[src/indexed_ring_sequence_core_assert.svh]
// Assertion macros shared by the RTL files.
`ifndef INDEXED_RING_SEQUENCE_CORE_ASSERT_SVH
`define INDEXED_RING_SEQUENCE_CORE_ASSERT_SVH

// Implication checked at every rising clock edge outside reset.
`define IRS_ASSERT_IMPL(label, ante, cons) \
  label: assert property (@(posedge clk) disable iff (rst) (ante) |-> (cons)) \
    else $error("assertion failed");

// Next-cycle implication checked outside reset.
`define IRS_ASSERT_NEXT(label, ante, cons) \
  label: assert property (@(posedge clk) disable iff (rst) (ante) |=> (cons)) \
    else $error("assertion failed");

`endif

[src/irs_pkg.sv]
`timescale 1ns / 1ps
`default_nettype none
package irs_pkg;
  localparam int Capacity = 64;
  localparam int ValueWidth = 32;
  localparam int SlotWidth = $clog2(Capacity);
  localparam int CountWidth = $clog2(Capacity + 1);

  localparam logic [3:0] FUNC_CLEAR = 4'd0;
  localparam logic [3:0] FUNC_GET = 4'd1;
  localparam logic [3:0] FUNC_PUT = 4'd2;
  localparam logic [3:0] FUNC_ADD_AT = 4'd3;
  localparam logic [3:0] FUNC_ADD_FRONT = 4'd4;
  localparam logic [3:0] FUNC_ADD_BACK = 4'd5;
  localparam logic [3:0] FUNC_REMOVE_AT = 4'd6;
  localparam logic [3:0] FUNC_REMOVE_FRONT = 4'd7;
  localparam logic [3:0] FUNC_REMOVE_BACK = 4'd8;
  localparam logic [3:0] FUNC_ROTATE = 4'd9;

  localparam logic [1:0] ST_OK = 2'd0;
  localparam logic [1:0] ST_RANGE = 2'd1;
  localparam logic [1:0] ST_EMPTY = 2'd2;
  localparam logic [1:0] ST_FULL = 2'd3;

  typedef logic [3:0] op_t;
  localparam op_t OP_NONE = 4'd0;
  localparam op_t OP_CLEAR = 4'd1;
  localparam op_t OP_READ = 4'd2;
  localparam op_t OP_WRITE = 4'd3;
  localparam op_t OP_INSERT = 4'd4;
  localparam op_t OP_REMOVE = 4'd5;
  localparam op_t OP_ROTATE = 4'd6;
  localparam op_t OP_FAIL = 4'd7;

  // Word passed from the front end to the back end. The front end only
  // queues; range checks need the live count and are done in the back end.
  typedef struct packed {
    logic [3:0] func;
    logic signed [7:0] position;
    logic [ValueWidth-1:0] item_value;
  } cmd_t;
endpackage
`default_nettype wire

[src/irs_in_if.sv]
`timescale 1ns / 1ps
`default_nettype none
interface irs_in_if;
  logic valid;
  logic ready;
  logic [3:0] func;
  logic signed [7:0] position;
  logic [irs_pkg::ValueWidth-1:0] item_value;
  modport source (output valid, func, position, item_value, input ready);
  modport sink (input valid, func, position, item_value, output ready);
endinterface
`default_nettype wire

[src/irs_out_if.sv]
`timescale 1ns / 1ps
`default_nettype none
interface irs_out_if;
  logic valid;
  logic ready;
  logic [31:0] result_value;
  logic [irs_pkg::CountWidth-1:0] count;
  logic [1:0] status;
  modport source (output valid, result_value, count, status, input ready);
  modport sink (input valid, result_value, count, status, output ready);
endinterface
`default_nettype wire

[src/irs_ram.sv]
`timescale 1ns / 1ps
`default_nettype none
module irs_ram #(
  parameter int Width = 32,
  parameter int Depth = 64
) (
  input wire logic clk,
  input wire logic we,
  input wire logic [$clog2(Depth)-1:0] waddr,
  input wire logic [Width-1:0] wdata,
  input wire logic [$clog2(Depth)-1:0] raddr,
  output logic [Width-1:0] rdata
);
  logic [Width-1:0] mem [Depth];
  always_ff @(posedge clk) begin
    if (we) mem[waddr] <= wdata;
    rdata <= mem[raddr];
  end
endmodule
`default_nettype wire

[src/irs_front.sv]
`timescale 1ns / 1ps
`default_nettype none
// Two-entry command queue between the input channel and the back end.
module irs_front (
  input wire logic clk,
  input wire logic rst,
  irs_in_if.sink in_ch,
  output irs_pkg::cmd_t cmd,
  output logic cmd_valid,
  input wire logic cmd_take
);
  irs_pkg::cmd_t q [2];
  logic [1:0] fill;
  logic rd_ptr, wr_ptr;
  logic push;

  assign in_ch.ready = (fill != 2'd2);
  assign push = in_ch.valid && in_ch.ready;
  assign cmd_valid = (fill != 2'd0);
  assign cmd = q[rd_ptr];

  always_ff @(posedge clk) begin
    if (push) q[wr_ptr] <= '{in_ch.func, in_ch.position, in_ch.item_value};
    if (rst) begin
      fill <= '0;
      rd_ptr <= 1'b0;
      wr_ptr <= 1'b0;
    end else begin
      if (push) wr_ptr <= ~wr_ptr;
      if (cmd_take && cmd_valid) rd_ptr <= ~rd_ptr;
      fill <= fill + {1'b0, push} - {1'b0, cmd_take && cmd_valid};
    end
  end

`include "indexed_ring_sequence_core_assert.svh"
  `IRS_ASSERT_IMPL(a_no_overflow, fill == 2'd2, !push)
  `IRS_ASSERT_IMPL(a_fill_range, 1'b1, fill != 2'd3)
  `IRS_ASSERT_IMPL(a_take_valid, cmd_take, cmd_valid)
endmodule
`default_nettype wire

[src/irs_back.sv]
`timescale 1ns / 1ps
`default_nettype none
// Executes one command at a time; element moves go one slot at a time,
// each through S_MOVE and S_MWAIT, via the single-port-read RAM.
module irs_back (
  input wire logic clk,
  input wire logic rst,
  input wire irs_pkg::cmd_t cmd,
  input wire logic cmd_valid,
  output logic cmd_take,
  irs_out_if.source out_ch
);
  localparam int SW = irs_pkg::SlotWidth;
  localparam int CW = irs_pkg::CountWidth;

  typedef enum logic [5:0] {
    S_IDLE = 6'b000001,
    S_READ = 6'b000010,
    S_RWAIT = 6'b000100,
    S_MOVE = 6'b001000,
    S_MWAIT = 6'b010000,
    S_DONE = 6'b100000
  } state_t;

  state_t state;
  logic [SW-1:0] first;
  logic [CW-1:0] len;
  irs_pkg::cmd_t c;
  irs_pkg::op_t op;
  logic [1:0] st;
  logic [CW-1:0] idx;     // logical target index
  logic [CW-1:0] k;       // move cursor
  logic [31:0] res;

  logic we;
  logic [SW-1:0] waddr, raddr;
  logic [irs_pkg::ValueWidth-1:0] wdata, rdata;

  irs_ram #(.Width(irs_pkg::ValueWidth), .Depth(irs_pkg::Capacity)) u_ram (
    .clk(clk), .we(we), .waddr(waddr), .wdata(wdata), .raddr(raddr), .rdata(rdata)
  );

  // Decode against live state
  logic signed [CW+1:0] p, sl;
  logic full, empty;
  irs_pkg::op_t dop;
  logic [1:0] dst;
  logic [CW-1:0] didx;
  always_comb begin
    p = (CW+2)'(c.position);
    sl = (CW+2)'({1'b0, len});
    full = (len == CW'(irs_pkg::Capacity));
    empty = (len == '0);
    dop = irs_pkg::OP_NONE;
    dst = irs_pkg::ST_OK;
    didx = '0;
    unique case (c.func) inside
      irs_pkg::FUNC_CLEAR: dop = irs_pkg::OP_CLEAR;
      irs_pkg::FUNC_GET, irs_pkg::FUNC_PUT, irs_pkg::FUNC_REMOVE_AT: begin
        if (empty) dst = irs_pkg::ST_EMPTY;
        else if (p < 0 || p >= sl) dst = irs_pkg::ST_RANGE;
        else begin
          didx = CW'(p);
          dop = (c.func == irs_pkg::FUNC_GET) ? irs_pkg::OP_READ :
                (c.func == irs_pkg::FUNC_PUT) ? irs_pkg::OP_WRITE : irs_pkg::OP_REMOVE;
        end
      end
      irs_pkg::FUNC_ADD_AT: begin
        if (full) dst = irs_pkg::ST_FULL;
        else if (p < -sl || p > sl + 1) dst = irs_pkg::ST_RANGE;
        else begin
          dop = irs_pkg::OP_INSERT;
          if (p == 1 || p == -sl) didx = '0;
          else if (p == 0 || p == sl + 1) didx = len;
          else if (p < 0) didx = CW'(p + sl);
          else didx = CW'(p - 1);
        end
      end
      irs_pkg::FUNC_ADD_FRONT, irs_pkg::FUNC_ADD_BACK: begin
        if (full) dst = irs_pkg::ST_FULL;
        else begin
          dop = irs_pkg::OP_INSERT;
          didx = (c.func == irs_pkg::FUNC_ADD_FRONT) ? '0 : len;
        end
      end
      irs_pkg::FUNC_REMOVE_FRONT, irs_pkg::FUNC_REMOVE_BACK: begin
        if (empty) dst = irs_pkg::ST_EMPTY;
        else begin
          dop = irs_pkg::OP_REMOVE;
          didx = (c.func == irs_pkg::FUNC_REMOVE_FRONT) ? '0 : len - 1'b1;
        end
      end
      irs_pkg::FUNC_ROTATE: begin
        if (empty) dst = irs_pkg::ST_EMPTY;
        else if (p < -sl || p > sl) dst = irs_pkg::ST_RANGE;
        else begin
          dop = irs_pkg::OP_ROTATE;
          // n == len wraps to 0
          if (p < 0) didx = CW'(p + sl);
          else if (p == sl) didx = '0;
          else didx = CW'(p);
        end
      end
      default: dop = irs_pkg::OP_NONE;
    endcase
    if (dst != irs_pkg::ST_OK) dop = irs_pkg::OP_FAIL;
  end

  function automatic logic [SW-1:0] slot(input logic [SW-1:0] f, input logic [CW-1:0] i);
    slot = f + SW'(i);
  endfunction

  logic inserting;
  assign inserting = (op == irs_pkg::OP_INSERT);
  assign cmd_take = (state == S_IDLE) && cmd_valid;
  logic loaded;

  // Read address: insert shifts up reading k-1; remove shifts down reading k+1
  always_comb begin
    raddr = slot(first, idx);
    if (state == S_MOVE) raddr = inserting ? slot(first, k - 1'b1) : slot(first, k + 1'b1);
    we = 1'b0;
    waddr = slot(first, k);
    wdata = rdata;
    if (state == S_MWAIT) we = 1'b1;
    if (state == S_READ && loaded) begin
      we = (op == irs_pkg::OP_WRITE) || (op == irs_pkg::OP_INSERT &&
            (k == idx || idx == '0));
      waddr = (op == irs_pkg::OP_INSERT && idx == '0) ? first - 1'b1 : slot(first, idx);
      wdata = c.item_value;
    end
  end

  assign out_ch.valid = (state == S_DONE);
  assign out_ch.result_value = res;
  assign out_ch.count = len;
  assign out_ch.status = st;

  always_ff @(posedge clk) begin
    if (rst) begin
      state <= S_IDLE;
      first <= '0;
      len <= '0;
      loaded <= 1'b0;
    end else begin
      unique case (state)
        S_IDLE: begin
          loaded <= 1'b0;
          if (cmd_valid) begin
            c <= cmd;
            state <= S_READ;
          end
        end
        S_READ: begin
          if (!loaded) begin
            op <= dop;
            st <= dst;
            idx <= didx;
            res <= '0;
            loaded <= 1'b1;
            if (dop == irs_pkg::OP_INSERT) k <= len;
            else k <= didx;
            if (dop == irs_pkg::OP_CLEAR) begin
              first <= '0;
              len <= '0;
              state <= S_DONE;
            end else if (dop == irs_pkg::OP_NONE || dop == irs_pkg::OP_FAIL) begin
              state <= S_DONE;
            end else if (dop == irs_pkg::OP_ROTATE) begin
              first <= slot(first, didx);
              state <= S_DONE;
            end
          end else begin
            // raddr = slot(idx) issued now; data next cycle
            if (op == irs_pkg::OP_INSERT) begin
              res <= c.item_value;
              if (idx == '0) begin
                first <= first - 1'b1;
                len <= len + 1'b1;
                state <= S_DONE;
              end else if (k == idx) begin
                len <= len + 1'b1;
                state <= S_DONE;
              end else state <= S_MOVE;
            end else state <= S_RWAIT;
          end
        end
        S_RWAIT: begin
          res <= rdata;
          if (op == irs_pkg::OP_REMOVE) begin
            if (idx == '0) begin
              first <= (len == CW'(1)) ? '0 : first + 1'b1;
              len <= len - 1'b1;
              state <= S_DONE;
            end else if (k + 1'b1 >= len) begin
              len <= len - 1'b1;
              state <= S_DONE;
            end else state <= S_MOVE;
          end else state <= S_DONE;
        end
        S_MOVE: state <= S_MWAIT;
        S_MWAIT: begin
          // write done this cycle at slot(k)
          if (inserting) begin
            if (k - 1'b1 == idx) begin
              k <= idx;
              state <= S_READ; // final write of new value
            end else begin
              k <= k - 1'b1;
              state <= S_MOVE;
            end
          end else begin
            if (k + CW'(2) >= len) begin
              len <= len - 1'b1;
              if (len == CW'(1)) first <= '0;
              state <= S_DONE;
            end else begin
              k <= k + 1'b1;
              state <= S_MOVE;
            end
          end
        end
        S_DONE: if (out_ch.ready) state <= S_IDLE;
        default: state <= S_IDLE;
      endcase
    end
  end

  `include "indexed_ring_sequence_core_assert.svh"
  `IRS_ASSERT_IMPL(a_len_cap, 1'b1, len <= CW'(irs_pkg::Capacity))
  `IRS_ASSERT_IMPL(a_fail_zero, state == S_DONE && st != irs_pkg::ST_OK, res == '0)
  `IRS_ASSERT_NEXT(a_hold, state == S_DONE && !out_ch.ready, state == S_DONE)
endmodule
`default_nettype wire

[src/indexed_ring_sequence_core.sv]
`timescale 1ns / 1ps
`default_nettype none
// Indexed ring sequence: a deque of up to 64 32-bit handles with indexed
// get/put/insert/remove and rotate.
// Channels: in_ch (func, position, item_value) and out_ch (result_value,
// count, status), valid/ready; a word moves when both are high.
// Every input word yields exactly one output word, in order.
// Clear, rotate, unused codes and errors finish without a RAM access;
// add front/back does one RAM write, get/remove front/back a registered
// read, put a write and a read; insert or remove in the middle also
// shifts elements one slot at a time. One command executes at a time in
// the back end; the RAM's single registered read port sets the shift rate.
// A two-word queue in front keeps accepting while a result is held.
// Reset (synchronous rst) empties the sequence; the store needs no clearing.
// When the receiver holds ready low the result stays put and the queue
// fills, then in_ch.ready drops.
module indexed_ring_sequence_core (
  input wire logic clk,
  input wire logic rst,
  irs_in_if.sink in_ch,
  irs_out_if.source out_ch
);
  irs_pkg::cmd_t cmd;
  logic cmd_valid, cmd_take;

  irs_front u_front (
    .clk(clk), .rst(rst), .in_ch(in_ch),
    .cmd(cmd), .cmd_valid(cmd_valid), .cmd_take(cmd_take)
  );

  irs_back u_back (
    .clk(clk), .rst(rst), .cmd(cmd), .cmd_valid(cmd_valid),
    .cmd_take(cmd_take), .out_ch(out_ch)
  );
endmodule
`default_nettype wire
[src/flat_wrapper.sv]
// flat-port wrapper written by rule: the top's interface ports become plain ports
module indexed_ring_sequence_core_flat 
  (clk, rst, in_ch_valid, in_ch_func, in_ch_position, in_ch_item_value, in_ch_ready, out_ch_valid, out_ch_result_value, out_ch_count, out_ch_status, out_ch_ready);
  irs_in_if in_ch_i ();
  irs_out_if out_ch_i ();
  input wire logic clk;
  input wire logic rst;
  input wire logic [$bits(in_ch_i.valid)-1:0] in_ch_valid;
  input wire logic [$bits(in_ch_i.func)-1:0] in_ch_func;
  input wire logic [$bits(in_ch_i.position)-1:0] in_ch_position;
  input wire logic [$bits(in_ch_i.item_value)-1:0] in_ch_item_value;
  output wire logic [$bits(in_ch_i.ready)-1:0] in_ch_ready;
  output wire logic [$bits(out_ch_i.valid)-1:0] out_ch_valid;
  output wire logic [$bits(out_ch_i.result_value)-1:0] out_ch_result_value;
  output wire logic [$bits(out_ch_i.count)-1:0] out_ch_count;
  output wire logic [$bits(out_ch_i.status)-1:0] out_ch_status;
  input wire logic [$bits(out_ch_i.ready)-1:0] out_ch_ready;
  assign in_ch_i.valid = in_ch_valid;
  assign in_ch_i.func = in_ch_func;
  assign in_ch_i.position = in_ch_position;
  assign in_ch_i.item_value = in_ch_item_value;
  assign in_ch_ready = in_ch_i.ready;
  assign out_ch_valid = out_ch_i.valid;
  assign out_ch_result_value = out_ch_i.result_value;
  assign out_ch_count = out_ch_i.count;
  assign out_ch_status = out_ch_i.status;
  assign out_ch_i.ready = out_ch_ready;
  indexed_ring_sequence_core u_core (.clk(clk), .rst(rst), .in_ch(in_ch_i), .out_ch(out_ch_i));
endmodule
[config.mk]
export PLATFORM = sky130hd
export DESIGN_NAME = indexed_ring_sequence_core_flat
export DESIGN_NICKNAME = d
export VERILOG_FILES = /design/src/irs_pkg.sv /design/src/irs_in_if.sv /design/src/irs_out_if.sv /design/src/irs_ram.sv /design/src/irs_front.sv /design/src/irs_back.sv /design/src/indexed_ring_sequence_core.sv /design/src/flat_wrapper.sv
export VERILOG_INCLUDE_DIRS = /design/src /design/src/src
export SDC_FILE = /design/constraint.sdc
export NUM_CORES = 2
export LEC_CHECK = 0
export BUFFER_PORTS_ARGS = -buffer_cell sky130_fd_sc_hd__buf_4
export CAP_MARGIN = 20
export CORE_MARGIN = 2
export CORE_UTILIZATION = 63
export DETAILED_ROUTE_END_ITERATION = 8
export PLACE_DENSITY = 0.79
export REMOVE_ABC_BUFFERS = 1
export SLEW_MARGIN = 40
export SYNTH_ARGS = -nofsm -noshare
export SYNTH_HDL_FRONTEND = slang
export SYNTH_SLANG_ARGS = --single-unit
export TNS_END_PERCENT = 50
[constraint.sdc]
create_clock -name clk -period 6.7 [get_ports clk]
set_input_delay 1.34 -clock clk [delete_from_list [all_inputs] [get_ports clk]]
set_output_delay 1.34 -clock clk [all_outputs]
set_load 0.005 [all_outputs]
Yosys cells after proc, flatten, opt, wreduce, memory -nomap -nowiden. Memories as Yosys holds them, arrays and structs flattened. A register that Yosys moved wholly into a read port is not among the register bits. Index checks and enable logic that the tools add are counted.

Add/subtract/negate cells: 18. Order comparisons: 7. Multiplexer cells: 98. Equality and inequality tests: 48. Bitwise logic cells: 4. Reduce and logical (&&, ||, !) cells: 35.

Operator list (count): $mux W7 (30); $mux W6 (30); $mux W32 (3); $pmux W32 S2 (1); $eq A4 B3 Y1 const B (9); $pmux W6 S6 (1); $pmux W7 S5 (1); $logic_not A32 Y1 (1); $add A6 B6 Y6 (5); $mux W3 (10); $pmux W4 S6 (1); $pmux W7 S3 (1); $eq A8 B9 Y1 (2); $pmux W6 S3 (1); $add A7 B1 Y7 const B (2); $eq A7 B7 Y1 (2); $ge A7 B7 Y1 (2); $logic_not A7 Y1 (2); $pmux W7 S2 (1); $sub A7 B1 Y7 const B (2); $eq A4 B2 Y1 const B (3); $ne A2 B2 Y1 const B (6); $reduce_and A3 Y1 (4); $mux W2 (5); other kinds (47) (85).

Memory bits (writable): 2136. Memories: 2. Input bits: 48. Register bits after elaboration: 76. Word-level logic and storage cells: 224.

Memories: u_core.u_back.u_ram.mem (words 64, bits a word 32, read ports 1, clocked after memory_dff 1, write ports 1, RTL line irs_ram.sv:14) `logic [Width-1:0] mem [Depth];`; u_core.u_front.q (words 2, bits a word 44, read ports 1, clocked after memory_dff 1, write ports 1, RTL line irs_front.sv:12) `irs_pkg::cmd_t q [2];`.

Longest topological paths before layout.
Depth in word-level cells: 14. Depth in mapped cells: 24. Depth with buffers taken out: 22.

Cells and area by module. From an unflattened synthesis, not the netlist that was laid out.

Cells, all modules: 4684. Area total of the unflattened synthesis: 91311.3 µm².

Modules (own cells, without submodules): irs_ram (cells an instance 3511, area each 79039.6 µm², times used 1, sequential area each 62139.6 µm²); irs_back (cells an instance 1007, area each 8832.2 µm², times used 1, sequential area each 3253.1 µm²); irs_front (cells an instance 166, area each 3439.5 µm², times used 1, sequential area each 2742.6 µm²).

Worst setup path after synthesis. No wires, ideal clock.

Kind: reg-to-reg. From: register u_core.u_back.len[1] (netlist: u_core.u_back.out_ch.count[1]). To: register u_core.u_back.first[5]. Slack: 1.057 ns. Stages on the path, launching flop included: 25. Library setup time: 0.136 ns. Arrival time: 5.508 ns. Cell sequence: dfxtp_1 -> clkbuf_1 -> inv_1 -> ha_1 -> or3b_2 -> or3_1 -> clkbuf_1 -> nand2_1 -> nand2_1 -> ha_1 -> nand4_1 -> a21oi_1 -> o32ai_1 -> nor4_2 -> or2_2 -> a221o_1 -> ha_1 -> a21o_1 -> a21oi_1 -> o21bai_1 -> a21oi_1 -> xor2_1 -> a2111oi_2 -> a311oi_1 -> a211oi_1.

Word-level cells in the longest chain between the ends: 14.

Ends and longest elaborated chain: start: declaration (RTL line irs_back.sv:27) `logic [CW-1:0] len;`; start signal: assignment (RTL line irs_back.sv:179) `len <= len + 1'b1;`; start signal: assignment (RTL line irs_back.sv:182) `len <= len + 1'b1;`; start signal: assignment (RTL line irs_back.sv:193) `len <= len - 1'b1;`; parallel branches: the longest is 7 deep, another holds $neg A7 Y9; $pmux W7 S5 (*) (RTL line irs_back.sv:57) `unique case (c.func) inside`; via u_core.u_back.didx[1] (RTL line irs_back.sv:48) `logic [CW-1:0] didx;`; $add A6 B6 Y6 (*) (RTL line irs_back.sv:110) `slot = f + SW'(i);`; $mux W6 (*) (RTL line irs_back.sv:169) `end else if (dop == irs_pkg::OP_ROTATE) begin`; $mux W6 (*) (RTL line irs_back.sv:167) `end else if (dop == irs_pkg::OP_NONE || dop == irs_pkg::OP_FAIL) begin`; $mux W6 (*) (RTL line irs_back.sv:163) `if (dop == irs_pkg::OP_CLEAR) begin`; $mux W6 (*) (RTL line irs_back.sv:155) `if (!loaded) begin`; $pmux W6 S3 (*) (RTL line irs_back.sv:146) `unique case (state)`; end signal: assignment (RTL line irs_back.sv:170) `first <= slot(first, didx);`; end signal: assignment (RTL line irs_back.sv:178) `first <= first - 1'b1;`; end signal: assignment (RTL line irs_back.sv:192) `first <= (len == CW'(1)) ? '0 : first + 1'b1;`; end: declaration (RTL line irs_back.sv:26) `logic [SW-1:0] first;`.

Mark *: on every way through the listed nets, which the timed path passes. The select of a mux whose other input is x is not followed. A chain may end at the register's enable or synchronous reset.

Worst setup path in the final report. Ends and elaborated chain as after synthesis.

==> summary.txt <==
status: complete, no violations
core occupancy in the finished layout: 70.8%
Leak: 35.7 nW
Die W: 388 um
Final Hold Fails: 0
Synth top area share: 72.0%
RSZ-0062 raised after global routing: no
Worst-Skew Late Latency: 0.86 ns
Iteration-0 DRC Markers: 8308
EDFF count, synth: 2231
share of layout cells above drive strength 1: 12.6%
met2 Track Usage GR: 49.2%
Initial Utilization: 63.2%
# nets final: 6667
worst hold margin: 0.547 ns
Post-Syn Instances: 6456
remaining antenna violation count after routing: 0
Final setup viols: 0
CTS resizes: 0
Critical Path Start Type: register
top_reg_cell synth: edfxtp_1
crit end category: register
final wirelength: 238000 um
clock slew at reported path FFs: 0.06 ns
CTS max path bufs: 3
Setup Skew: 0.0430 ns
CP max FO: 6
DP HPWL: 136000 um
total clock sinks: 2287
Worst Setup SP: u_core.u_back.out_ch.count[1]$_SDFFE_PP0P_
IO Pins: 91
final worst path period share: 84.2%
first-pass GRT wire length: 353000 um
worst slew pin tran: 0.898 ns
post-DR wirelength/cell: 27.6 um
Post-CTS Setup Inserts: 0
Power Density: 369 nW/um^2
die area: 151000 um^2
grt met1 use: 43.4%
# DRC: 0
synth warn: 0
R2R Path Start: u_core.u_back.out_ch.count[1]$_SDFFE_PP0P_
GRT Residual Overflow: 0
initial antenna violation count: 4
met3 Use GR: 6.40%
htree depth: 4
Post-synth ARST share: 0%
core region area: 147000 um^2
Yosys top cell by area: edfxtp_1
Die Span Y: 388 um
synthesized cell area: 93000 um^2
Syn Area/Cell: 14.4 um^2
CTS buffer count: 213
CTS tree: built
worst vdd ir: 0.327 mV
Setup CP Type: register to register
Worst Path Arrival: 6.38 ns
flop-to-flop setup slack: 1.06 ns
Synth cell types: 86
Yosys reg bits: 2287
# rows: 141
Crit Reg-Reg Endpoint: u_core.u_back.first[5]$_SDFFE_PP0P_
Post-synth top cells: edfxtp_1 (2231), nand2_1 (1214), a21oi_1 (502)
synth-to-layout area growth: 12.0%
Reg area: 68100 um^2
Synth area leaders: edfxtp_1 (72%), nand2_1 (4.9%), mux2i_1 (3.6%)
total chip power: 38.5 mW
Fillers: 8971
Req. time, crit path: 7.44 ns
Seq/Total Area, Yosys: 73.2%
Diodes inserted: 0
Initial DRT Pass Iterations: 6
top-count cell post-synth: edfxtp_1
max_cap viols: 0
Setup crit end: u_core.u_back.first[5]$_SDFFE_PP0P_
Worst R2R Path Depth: 23
hold crit path type: register to register
Rel. slew slack: 40.1%
routability congestion estimate: 0.920
GR peak layer: met2
vias in the first global route: 56504
final period demand of the worst path: 5.64 ns
Max Clock Freq: 0.177 GHz
largest net degree at the start of global routing: 140
vias per std cell: 6.73
PortBufs: 90
multi-input combinational cell area: 23700 um^2
CTS Root Cell: clkbuf_16
GRT Total Usage: 31.1%
Vias: 58200
Slew Viols, Final: 0
CTS Hold Bufs: 0
-- cell families (layout without fill, tap and decap cells) --
family	Yosys count	in the layout	share of synthesized area, %
and+or+nand+nor	1831	1831	8.31
AOI/OAI and AO/OA	1299	1299	9.88
DFF	2287	2287	73.2
adders and majority gates	82	82	1.14
xor gates and xnor gates	68	68	0.655
buffers and inverters	472	738	2.19
muxes	417	417	4.61
-- worst min path at each step --
| stage | slack, ns | to | startpoint | cells past startpoint |
|---|---|---|---|---|
| 2_1_floorplan | 0.49 | u_core.u_back.out_ch.result_value[0]$_DFFE_PP_ | u_core.u_back.u_ram.rdata[0]$_DFF_P_ | 2 |
| 3_3_place_gp | 0.52 | u_core.u_back.out_ch.result_value[7]$_DFFE_PP_ | u_core.u_back.u_ram.rdata[7]$_DFF_P_ | 2 |
| 3_5_place_dp | 0.53 | u_core.u_back.out_ch.result_value[27]$_DFFE_PP_ | u_core.u_back.u_ram.rdata[27]$_DFF_P_ | 2 |
| 4_1_cts | 0.55 | u_core.u_back.out_ch.result_value[27]$_DFFE_PP_ | u_core.u_back.u_ram.rdata[27]$_DFF_P_ | 2 |
| 5_1_grt | 0.56 | u_core.u_back.c[26]$_DFFE_PP_ | u_core.u_front.q[0][26]$_DFFE_PP_ | 1 |
| 6_report | 0.55 | u_core.u_back.c[4]$_DFFE_PP_ | u_core.u_front.q[1][4]$_DFFE_PP_ | 1 |
-- critical path: stages, from the launching register on --
cell and delay, ns:
dfxtp_1 0.31, inv_1 0.20, ha_1 0.35, or3b_2 0.53, or3_1 0.45, nand2_1 0.11
nand2_1 0.07, ha_1 0.30, nand4_1 0.12, a21oi_1 0.06, o32ai_1 0.27, buf_4 0.20
nor4_2 0.08, or2_2 0.33, a221o_1 0.40, ha_1 0.30, a21o_1 0.18, a21oi_1 0.22
o21bai_1 0.09, a21oi_1 0.21, xor2_1 0.13, a2111oi_2 0.31, a311oi_1 0.09, a211oi_1 0.24
-- stage by stage --
stage,instance area [um^2],TNS [ns],cells,worst slack [ns]
floorplan,91100,-1496.67,6018,-46.86
global placement,96400,0,8208,1.00
detailed placement,97200,0,8243,1.15
CTS,104000,0,8643,1.08
global route,104000,0,8652,0.694
finish,104000,0,8652,1.06
-- layout by cell type (no fill, tap or decap), types with 11 or more instances in the layout --
cell type / n
a31oi_1: 73
clkbuf_16: 217
edfxtp_1: 2231
a211oi_1: 13
clkinv_1: 50
a221oi_2: 31
nand3_1: 336
ha_1: 77
buf_12: 25
dfxtp_1: 54
a22oi_1: 223
a21o_1: 21
xnor2_1: 43
a311o_1: 62
nand2_2: 11
buf_16: 14
nand2_1: 1205
nor2_4: 72
buf_4: 237
nor2_1: 82
nor3_1: 26
mux2i_1: 334
clkbuf_1: 43
mux2_4: 28
a221oi_1: 203
a32o_1: 64
clkinv_2: 47
mux2_2: 50
buf_8: 23
a21oi_1: 500
bufinv_16: 16
xor2_1: 24
inv_1: 34
nor2b_1: 17
o21ai_0: 40
-- power by group --
part / internal (mW) / total, mW / switching [mW]
sequential: 18.0 / 18.3 / 0.316
clock: 6.63 / 11.8 / 5.22
combinational: 2.24 / 8.30 / 6.07
total: 26.8 / 38.5 / 11.6
-- cell type report --
type | instances | share of cell area (%)
inverter | 34 | 0.122
sequential | 2287 | 65.4
tap | 1930 | 2.32
multi-input combinational | 3697 | 22.7
clock inverter | 134 | 1.13
timing repair buffer | 304 | 2.93
clock buffer | 266 | 5.44
-- state kept, by name, indices dropped and copies added, names as in the netlist --
signal,count
u_core.u_back.k,7
u_core.u_back.idx,7
u_core.u_back.state,6
u_core.u_back.c,44
u_core.u_back.u_ram.rdata,32
u_core.u_front.fill,2
u_core.u_back.out_ch.count,7
u_core.u_back.first,6
u_core.u_front.q,88
u_core.u_back.out_ch.status,2
u_core.u_back.op,3
u_core.u_back.u_ram.mem,2048
u_core.u_front.rd_ptr,1
u_core.u_back.loaded,1
u_core.u_front.wr_ptr,1
u_core.u_back.out_ch.result_value,32
-- per-layer routing --
metal	vias to the layer above	share of wire [%]	wire length, um
met4	4	3.4	8180
met2	3818	48	113000
met3	585	12	28600
li1	24979	-	-
met5	-	0.014	34
met1	28814	37	88300
(Power assumes the default switching activity.)
